===== src/hdl/lis_pkg.sv =====
// Package for the longest-increasing-subsequence length block.
// Default sizes for the tails store and value width; no dependencies.
package lis_pkg;

  localparam int LIS_DEPTH_DEF      = 1024;
  localparam int LIS_VALUE_BITS_DEF = 32;

endpackage


===== src/hdl/lis_srch.sv =====
// Sequencer for the tails store: last-tail check, binary search, write-back,
// running length / overflow state and the result register. Uses lis_pkg.
module lis_srch import lis_pkg::*; #(
  parameter int DEPTH      = LIS_DEPTH_DEF,
  parameter int VALUE_BITS = LIS_VALUE_BITS_DEF,
  localparam int AW        = $clog2(DEPTH),
  localparam int CW        = $clog2(DEPTH + 1)
) (
  input  logic                         clk,
  input  logic                         rst_n,
  input  logic                         in_valid,
  output logic                         in_stall,
  input  logic signed [VALUE_BITS-1:0] in_value,
  input  logic                         in_last,
  output logic                         out_valid,
  input  logic                         out_stall,
  output logic [CW-1:0]                out_length,
  output logic                         out_overflow,
  output logic                         out_end_of_sequence,
  output logic                         ram_en,
  output logic                         ram_we,
  output logic [AW-1:0]                ram_addr,
  output logic [VALUE_BITS-1:0]        ram_wdata,
  input  logic [VALUE_BITS-1:0]        ram_rdata
);

  typedef enum logic [1:0] {
    S_IDLE,
    S_LAST,
    S_SRCH,
    S_DONE
  } state_t;

  state_t                state_r;
  logic [VALUE_BITS-1:0] key_r;
  logic                  last_r;
  logic [CW-1:0]         cnt_r;
  logic                  ovf_r;
  logic [AW-1:0]         lo_r;
  logic [AW-1:0]         hi_r;
  logic [AW-1:0]         mid_r;
  logic                  out_valid_r;
  logic [CW-1:0]         out_length_r;
  logic                  out_overflow_r;
  logic                  out_eos_r;

  logic [VALUE_BITS-1:0] in_key;
  logic [CW-1:0]         cnt_dec;
  logic [AW-1:0]         cnt_m1;
  logic                  full;
  logic                  above_last;
  logic                  mid_below;
  logic [AW-1:0]         lo_nxt;
  logic [AW-1:0]         hi_nxt;
  logic [AW-1:0]         mid_nxt;
  logic                  res_load;

  // Order key: flipping the sign bit makes unsigned compare match signed order.
  assign in_key     = {~in_value[VALUE_BITS-1], in_value[VALUE_BITS-2:0]};
  assign cnt_dec    = cnt_r - CW'(1);
  assign cnt_m1     = cnt_dec[AW-1:0];
  assign full       = (cnt_r == CW'(DEPTH));
  assign above_last = (key_r > ram_rdata);
  assign mid_below  = (ram_rdata < key_r);
  assign lo_nxt     = mid_below ? (mid_r + AW'(1)) : lo_r;
  assign hi_nxt     = mid_below ? hi_r : mid_r;
  assign mid_nxt    = lo_nxt + ((hi_nxt - lo_nxt) >> 1);
  assign res_load   = !out_valid_r || !out_stall;

  assign in_stall            = (state_r != S_IDLE);
  assign out_valid           = out_valid_r;
  assign out_length          = out_length_r;
  assign out_overflow        = out_overflow_r;
  assign out_end_of_sequence = out_eos_r;

  always_comb begin
    ram_en    = 1'b0;
    ram_we    = 1'b0;
    ram_addr  = '0;
    ram_wdata = key_r;
    case (state_r)
      S_IDLE: begin
        if (in_valid) begin
          ram_en = 1'b1;
          if (cnt_r == '0) begin
            ram_we    = 1'b1;
            ram_wdata = in_key;
          end else begin
            ram_addr = cnt_m1;
          end
        end
      end
      S_LAST: begin
        if (above_last) begin
          if (!full) begin
            ram_en   = 1'b1;
            ram_we   = 1'b1;
            ram_addr = cnt_r[AW-1:0];
          end
        end else if (cnt_m1 == '0) begin
          ram_en = 1'b1;
          ram_we = 1'b1;
        end else begin
          ram_en   = 1'b1;
          ram_addr = cnt_m1 >> 1;
        end
      end
      S_SRCH: begin
        ram_en = 1'b1;
        if (lo_nxt == hi_nxt) begin
          ram_we   = 1'b1;
          ram_addr = lo_nxt;
        end else begin
          ram_addr = mid_nxt;
        end
      end
      default: begin
      end
    endcase
  end

  always_ff @(posedge clk) begin
    if (!rst_n) begin
      state_r     <= S_IDLE;
      cnt_r       <= '0;
      ovf_r       <= 1'b0;
      out_valid_r <= 1'b0;
    end else begin
      // in S_DONE the result register is reloaded below instead
      if (out_valid_r && !out_stall && state_r != S_DONE) begin
        out_valid_r <= 1'b0;
      end
      case (state_r)
        S_IDLE: begin
          if (in_valid) begin
            key_r  <= in_key;
            last_r <= in_last;
            if (cnt_r == '0) begin
              cnt_r   <= CW'(1);
              state_r <= S_DONE;
            end else begin
              state_r <= S_LAST;
            end
          end
        end
        S_LAST: begin
          if (above_last) begin
            if (!full) begin
              cnt_r <= cnt_r + CW'(1);
            end else begin
              ovf_r <= 1'b1;
            end
            state_r <= S_DONE;
          end else if (cnt_m1 == '0) begin
            state_r <= S_DONE;
          end else begin
            // answer lies in [0, count-1]: last tail is known >= key
            lo_r    <= '0;
            hi_r    <= cnt_m1;
            mid_r   <= cnt_m1 >> 1;
            state_r <= S_SRCH;
          end
        end
        S_SRCH: begin
          if (lo_nxt == hi_nxt) begin
            state_r <= S_DONE;
          end else begin
            lo_r  <= lo_nxt;
            hi_r  <= hi_nxt;
            mid_r <= mid_nxt;
          end
        end
        S_DONE: begin
          if (res_load) begin
            out_valid_r    <= 1'b1;
            out_length_r   <= cnt_r;
            out_overflow_r <= ovf_r;
            out_eos_r      <= last_r;
            if (last_r) begin
              cnt_r <= '0;
              ovf_r <= 1'b0;
            end
            state_r <= S_IDLE;
          end
        end
        default: begin
          state_r <= S_IDLE;
        end
      endcase
    end
  end

endmodule


===== config.mk =====
export PLATFORM = sky130hd
export DESIGN_NAME = lis_srch
export DESIGN_NICKNAME = d
export VERILOG_FILES = /design/src/hdl/lis_pkg.sv /design/src/hdl/lis_srch.sv
export SDC_FILE = /design/constraint.sdc
export NUM_CORES = 1
export LEC_CHECK = 0
export BUFFER_PORTS_ARGS = -buffer_cell sky130_fd_sc_hd__buf_2
export CORE_MARGIN = 4
export CORE_UTILIZATION = 47
export CTS_CLUSTER_SIZE = 20
export DETAILED_ROUTE_END_ITERATION = 6
export PLACE_DENSITY_LB_ADDON = 0.12
export SYNTH_ARGS = -nofsm -noshare
export SYNTH_HDL_FRONTEND = slang
export SYNTH_SLANG_ARGS = --single-unit

===== constraint.sdc =====
create_clock -name clk -period 14.4 [get_ports clk]
set_clock_uncertainty 0.1 [all_clocks]
set_input_delay 0.72 -clock clk [delete_from_list [all_inputs] [get_ports clk]]
set_output_delay 0.72 -clock clk [all_outputs]
set_load 0.1 [all_outputs]

Word-level counts from Yosys, hierarchy flattened

Index checks and enable logic that the tools add are counted.
W data, S select, Z words.

Bits in registers: 91
Bits of input ports: 69
Output and inout bits: 59

Add/subtract/negate cells: 5
Magnitude comparators: 2
Equality and inequality tests: 17
Multiplexer cells: 56
Bitwise operators: 1
Reduce and logical (&&, ||, !) cells: 18

Operators by type and width:

| cell                    | number |
|---|---|
| $mux W10                | 16 |
| $mux W32                | 3 |
| $mux W11                | 6 |
| $pmux W10 S2            | 3 |
| $pmux W11 S3            | 1 |
| $gt A32 B32 Y1          | 1 |
| $lt A32 B32 Y1          | 1 |
| $pmux W10 S3            | 1 |
| $ne A2 B2 Y1 const B    | 12 |
| $mux W1                 | 17 |
| $add A11 B1 Y11 const B | 1 |
| $eq A11 B11 Y1 const B  | 1 |
| $logic_not A11 Y1       | 1 |
| $add A10 B1 Y10 const B | 1 |
| $add A10 B9 Y10         | 1 |
| $eq A10 B10 Y1          | 1 |
| $logic_not A10 Y1       | 1 |
| $reduce_and A5 Y1       | 2 |
| $sub A10 B1 Y10 const B | 1 |
| $sub A10 B10 Y10        | 1 |
| $mux W9                 | 1 |
| $reduce_and A3 Y1       | 3 |
| $mux W2                 | 4 |
| $pmux W2 S4             | 1 |
| other kinds (12)        | 18 |

Longest topological paths before layout

Depth in word-level cells: 6
Gate-level depth with buffers: 31

Least setup slack after synthesis

Ideal clock, no wire load.

Path kind: input to output
Start: in ram_rdata[6]
End: out ram_addr[7]
Arrival time: 7.467 ns
Setup slack: 6.113 ns
Stages: 28
Buffers on the path: 5
Path through: ha_1 -> and3_1 -> o211ai_1 -> a31oi_1 -> o311ai_4 -> and2_4 -> buf_6 -> buf_6 -> buf_2 -> buf_2 -> buf_2 -> mux2i_1 -> ha_1 -> inv_1 -> ha_1 -> o31a_1 -> maj3_1 -> a211oi_1 -> a21o_2 -> o21bai_1 -> a21oi_1 -> xnor2_1 -> ha_1 -> o21a_1 -> o21ai_1 -> xor2_1 -> a211o_1 -> a21oi_1

Word-level cells in the longest chain between the ends: 6
Elaborated cells on any way between the ends: 10
Classes of those cells: 2 x add/sub; 2 x order compare; 1 x eq/ne; 5 x mux

RTL lines:

| item                        | RTL line                       | RTL |
|---|---|---|
| start: declaration          | lis_srch.sv:24                 | `input logic [VALUE_BITS-1:0] ram_rdata` |
| $lt A32 B32 Y1              | lis_srch.sv:64                 | `assign mid_below = (ram_rdata < key_r);` |
| $mux W10 (on tied branches) | lis_srch.sv:66, lis_srch.sv:65 |  |
| $sub A10 B10 Y10            | lis_srch.sv:67                 | `assign mid_nxt = lo_nxt + ((hi_nxt - lo_nxt) >> 1);` |
| $add A10 B9 Y10             | lis_srch.sv:67                 |  |
| $mux W10                    | lis_srch.sv:110                | `if (lo_nxt == hi_nxt) begin` |
| $pmux W10 S3 (*)            | lis_srch.sv:81                 | `case (state_r)` |
| end: declaration            | lis_srch.sv:22                 | `output logic [AW-1:0] ram_addr,` |

Mark *: on every way between the ends. The rest lies on a longest branch, timed or not.

Worst setup path after layout

Start: in ram_rdata[6]
End: out ram_addr[9]

Word-level cells in the longest chain between the ends: 6
Elaborated cells on any way between the ends: 10
Classes of those cells: 2 x add/sub; 2 x order compare; 1 x eq/ne; 5 x mux

RTL lines:

| item               | RTL line        | RTL |
|---|---|---|
| $lt A32 B32 Y1 (*) | lis_srch.sv:64  |  |
| $mux W10 (*)       | lis_srch.sv:65  | `assign lo_nxt = mid_below ? (mid_r + AW'(1)) : lo_r;` |
| net lo_nxt[0]      | lis_srch.sv:53  | `logic [AW-1:0] lo_nxt;` |
| $sub A10 B10 Y10   | lis_srch.sv:67  |  |
| $add A10 B9 Y10    | lis_srch.sv:67  |  |
| $mux W10 (*)       | lis_srch.sv:110 |  |
| $pmux W10 S3 (*)   | lis_srch.sv:81  |  |

The timed path passes the listed nets; every way through them passes the cells marked *.

==> reports/qor.yml <==
status:
  status: "completed"
layout:
  postLayoutCoreUtil: 0.553
  drive_gt1_frac: 0.202
  layout.nets: 960
  diodes: 0
  areaGrowthSynthToFinish_pct: 16.0
worst_setup_path:
  path_buf_inv: 4
  cp_slowest_stage_delay_ps: 620
  cp_top_family: "compound AO/OA/AOI/OAI gates"
  crit_top_cell: "ha_1"
  crit_path_end_kind: "output pin"
  critPathSlowestCell: "and2_4"
  arrival_ps: 7580
  critical_path_class: "input port to output pin"
  worstSetupStartpointType: "input port"
  crit_fanout: 49
  required_ps: 13580
clocking:
  clkTransAtPathRegs_ps: 70
  cts_buffers: 9
  cts_max_level: 3
  cts-root-buf: "clkbuf_16"
  cts_max_path_buffers: 2
  cts_tree: "yes"
  cts_setup_buffers: 0
  cts_hold_buffers: 0
  cts-resized-gates: 0
  clock_sink_count: 91
  clk-insertion-delay-late_ps: 350
place:
  pre_cts_ws_ps: 6060
  hpwl_um: 12500
  place_congestion: 0.918
  portBuffers: 127
yosys:
  avgSynthCellArea_sq_um: 9.10
  synth.area.top_cells: "edfxtp_1 (35%), ha_1 (10%), nand2_1 (5.3%), dfxtp_1 (4.6%), o21ai_0 (4.2%)"
  synth_nets: 850
  synth_edf_count: 76
  synth.top_cells.by_count: "nand2_1 (94), edfxtp_1 (76), nor2_1 (67)"
  syn-instance-count: 725
  yosysMostFrequentCell: "nand2_1"
  netlist.area_leader.share: 0.346
  synthFlopType: "edfxtp_1"
  synthArstFlopShare: 0
  synth_area_sq_um: 6600
  seq_area_frac_synth: 0.391
  yosys.cell_types.count: 75
  synth_area_leader_cell: "edfxtp_1"
  yosys_warnings: 0
  ys_ff_latch: 91
floorplan:
  core_area_sq_um: 13800
  die_h_um: 126
  fp.dieArea_sq_um: 16000
  start_util: 0.477
  die_w_um: 126
  ioPinCount: 128
  fp-row-count: 43
global_routing:
  grt_overflow_total: 0
  grt_start_max_net_pins: 65
  antenna_found_initial: 0
  grt_pass1_vias: 5454
  grtUsageTotal: 0.205
  grt_pass1_wl_um: 26800
sta:
  fin_crit_ps: 8400
  hold_viol: 0
  rsz0062_at_grt: "false"
  drv_slew: 0
  setup-violations-final: 0
  fmax_ghz: 0.119
  fin_ws_ps: 6000
  fin_tns_setup_ps: 0
  tightest_slew_ps: 952
  max_slew_margin: 0.365
  final.period_utilization: 0.583
  fin_hold_ws_ps: 342
route:
  drc: 0
  drt_pre_antenna_iters: 5
  ant_nets: 0
  drt_first_iter_violations: 324
  vias: 5596
  wl_per_cell_um: 16.1
  drt_wl_total_um: 16500
  viasPerCell: 5.49
job:
  cap_viol_max_count: 0
worst_hold_path:
  hold_path_class: "flip-flop to flip-flop"
## per-layer routing
metal	up-vias	wire length, um	global-route usage
li1	2798	-	-
met1	2620	7760	0.269
met2	149	7460	0.331
met3	29	876	0.0396
met4	0	357	0.0896
met5	-	0	0
## sequential cells by signal, indices dropped and copies added, names as in the netlist
signal	count
out_length	11
key_r	32
out_valid	1
ovf_r	1
mid_r	10
hi_r	10
out_end_of_sequence	1
state_r	2
last_r	1
lo_r	10
cnt_r	11
out_overflow	1
## worst reg2reg max path, stage by stage, from the launching register on
cell and delay, ps:
edfxtp_1 360, inv_1 90, ha_1 260, and3_1 190, o211ai_1 170, a31oi_1 160, o311ai_4 500, and2_4 630
inv_1 380, o21ai_0 480, ha_1 290, inv_1 50, ha_1 240, o31a_1 290, maj3_1 350, a211oi_1 330
a21o_2 220, o21bai_1 80, a21oi_1 170, xnor2_1 150, ha_1 290, o21a_1 120, nor2_1 110, a21oi_2 60
and4_1 200, nor3_1 380, a21oi_1 130
## layout by cell type (no fill, tap or decap), drive strengths merged, types with 5 or more instances in the layout
cell and n:
nand4 10, ha 55, and2 5, a21o 5, and3 10, nor2 67, inv 63, edfxtp 76
nor3 8, maj3 11, xnor2 27, nand2b 5, a21oi 50, buf 130, xor2 24, o21bai 7
dfxtp 15, clkbuf 10, a211oi 5, nand3 15, o21ai 60, nand2 95, nor4 6, mux2i 13
## through the flow
step / cells / area (sq um)
finish: 1020 / 7650
global route: 1020 / 7650
CTS: 1020 / 7650
detailed placement: 1004 / 7340
global placement: 1004 / 7340
floorplan: 725 / 6600
## logic make-up (layout without fill, tap and decap cells)
| family | Yosys count | after routing | synth area share |
|---|---|---|---|
| simple gates | 242 | 242 | 0.173 |
| buf+inv | 91 | 206 | 0.0559 |
| flops | 91 | 91 | 0.391 |
| fa+ha+maj | 67 | 67 | 0.124 |
| compound gates | 168 | 168 | 0.160 |
| mux | 15 | 15 | 0.0269 |
| xor+xnor | 51 | 51 | 0.0688 |
## final timing paths
path,startpoint,to,slack [ps],cells after the start
worst max-delay path,ram_rdata[6],ram_addr[9],6000,27
worst min-delay path,ovf_r,out_overflow,340,0
worst max register to register,key_r[6],mid_r[8],7400,26
worst min register to register,ovf_r,out_overflow,340,0
## cell type report
cell class	count	area, sq um
multi-input combinational	543	3650
tap	180	225
clock buffer	10	250
clock inverter	6	62.6
timing repair buffer	130	658
sequential	91	2580
inverter	60	225
fill	1254	6180
Power is not shown: default switching activity piles up to over one toggle a cycle in this logic, so the estimate is an artifact.
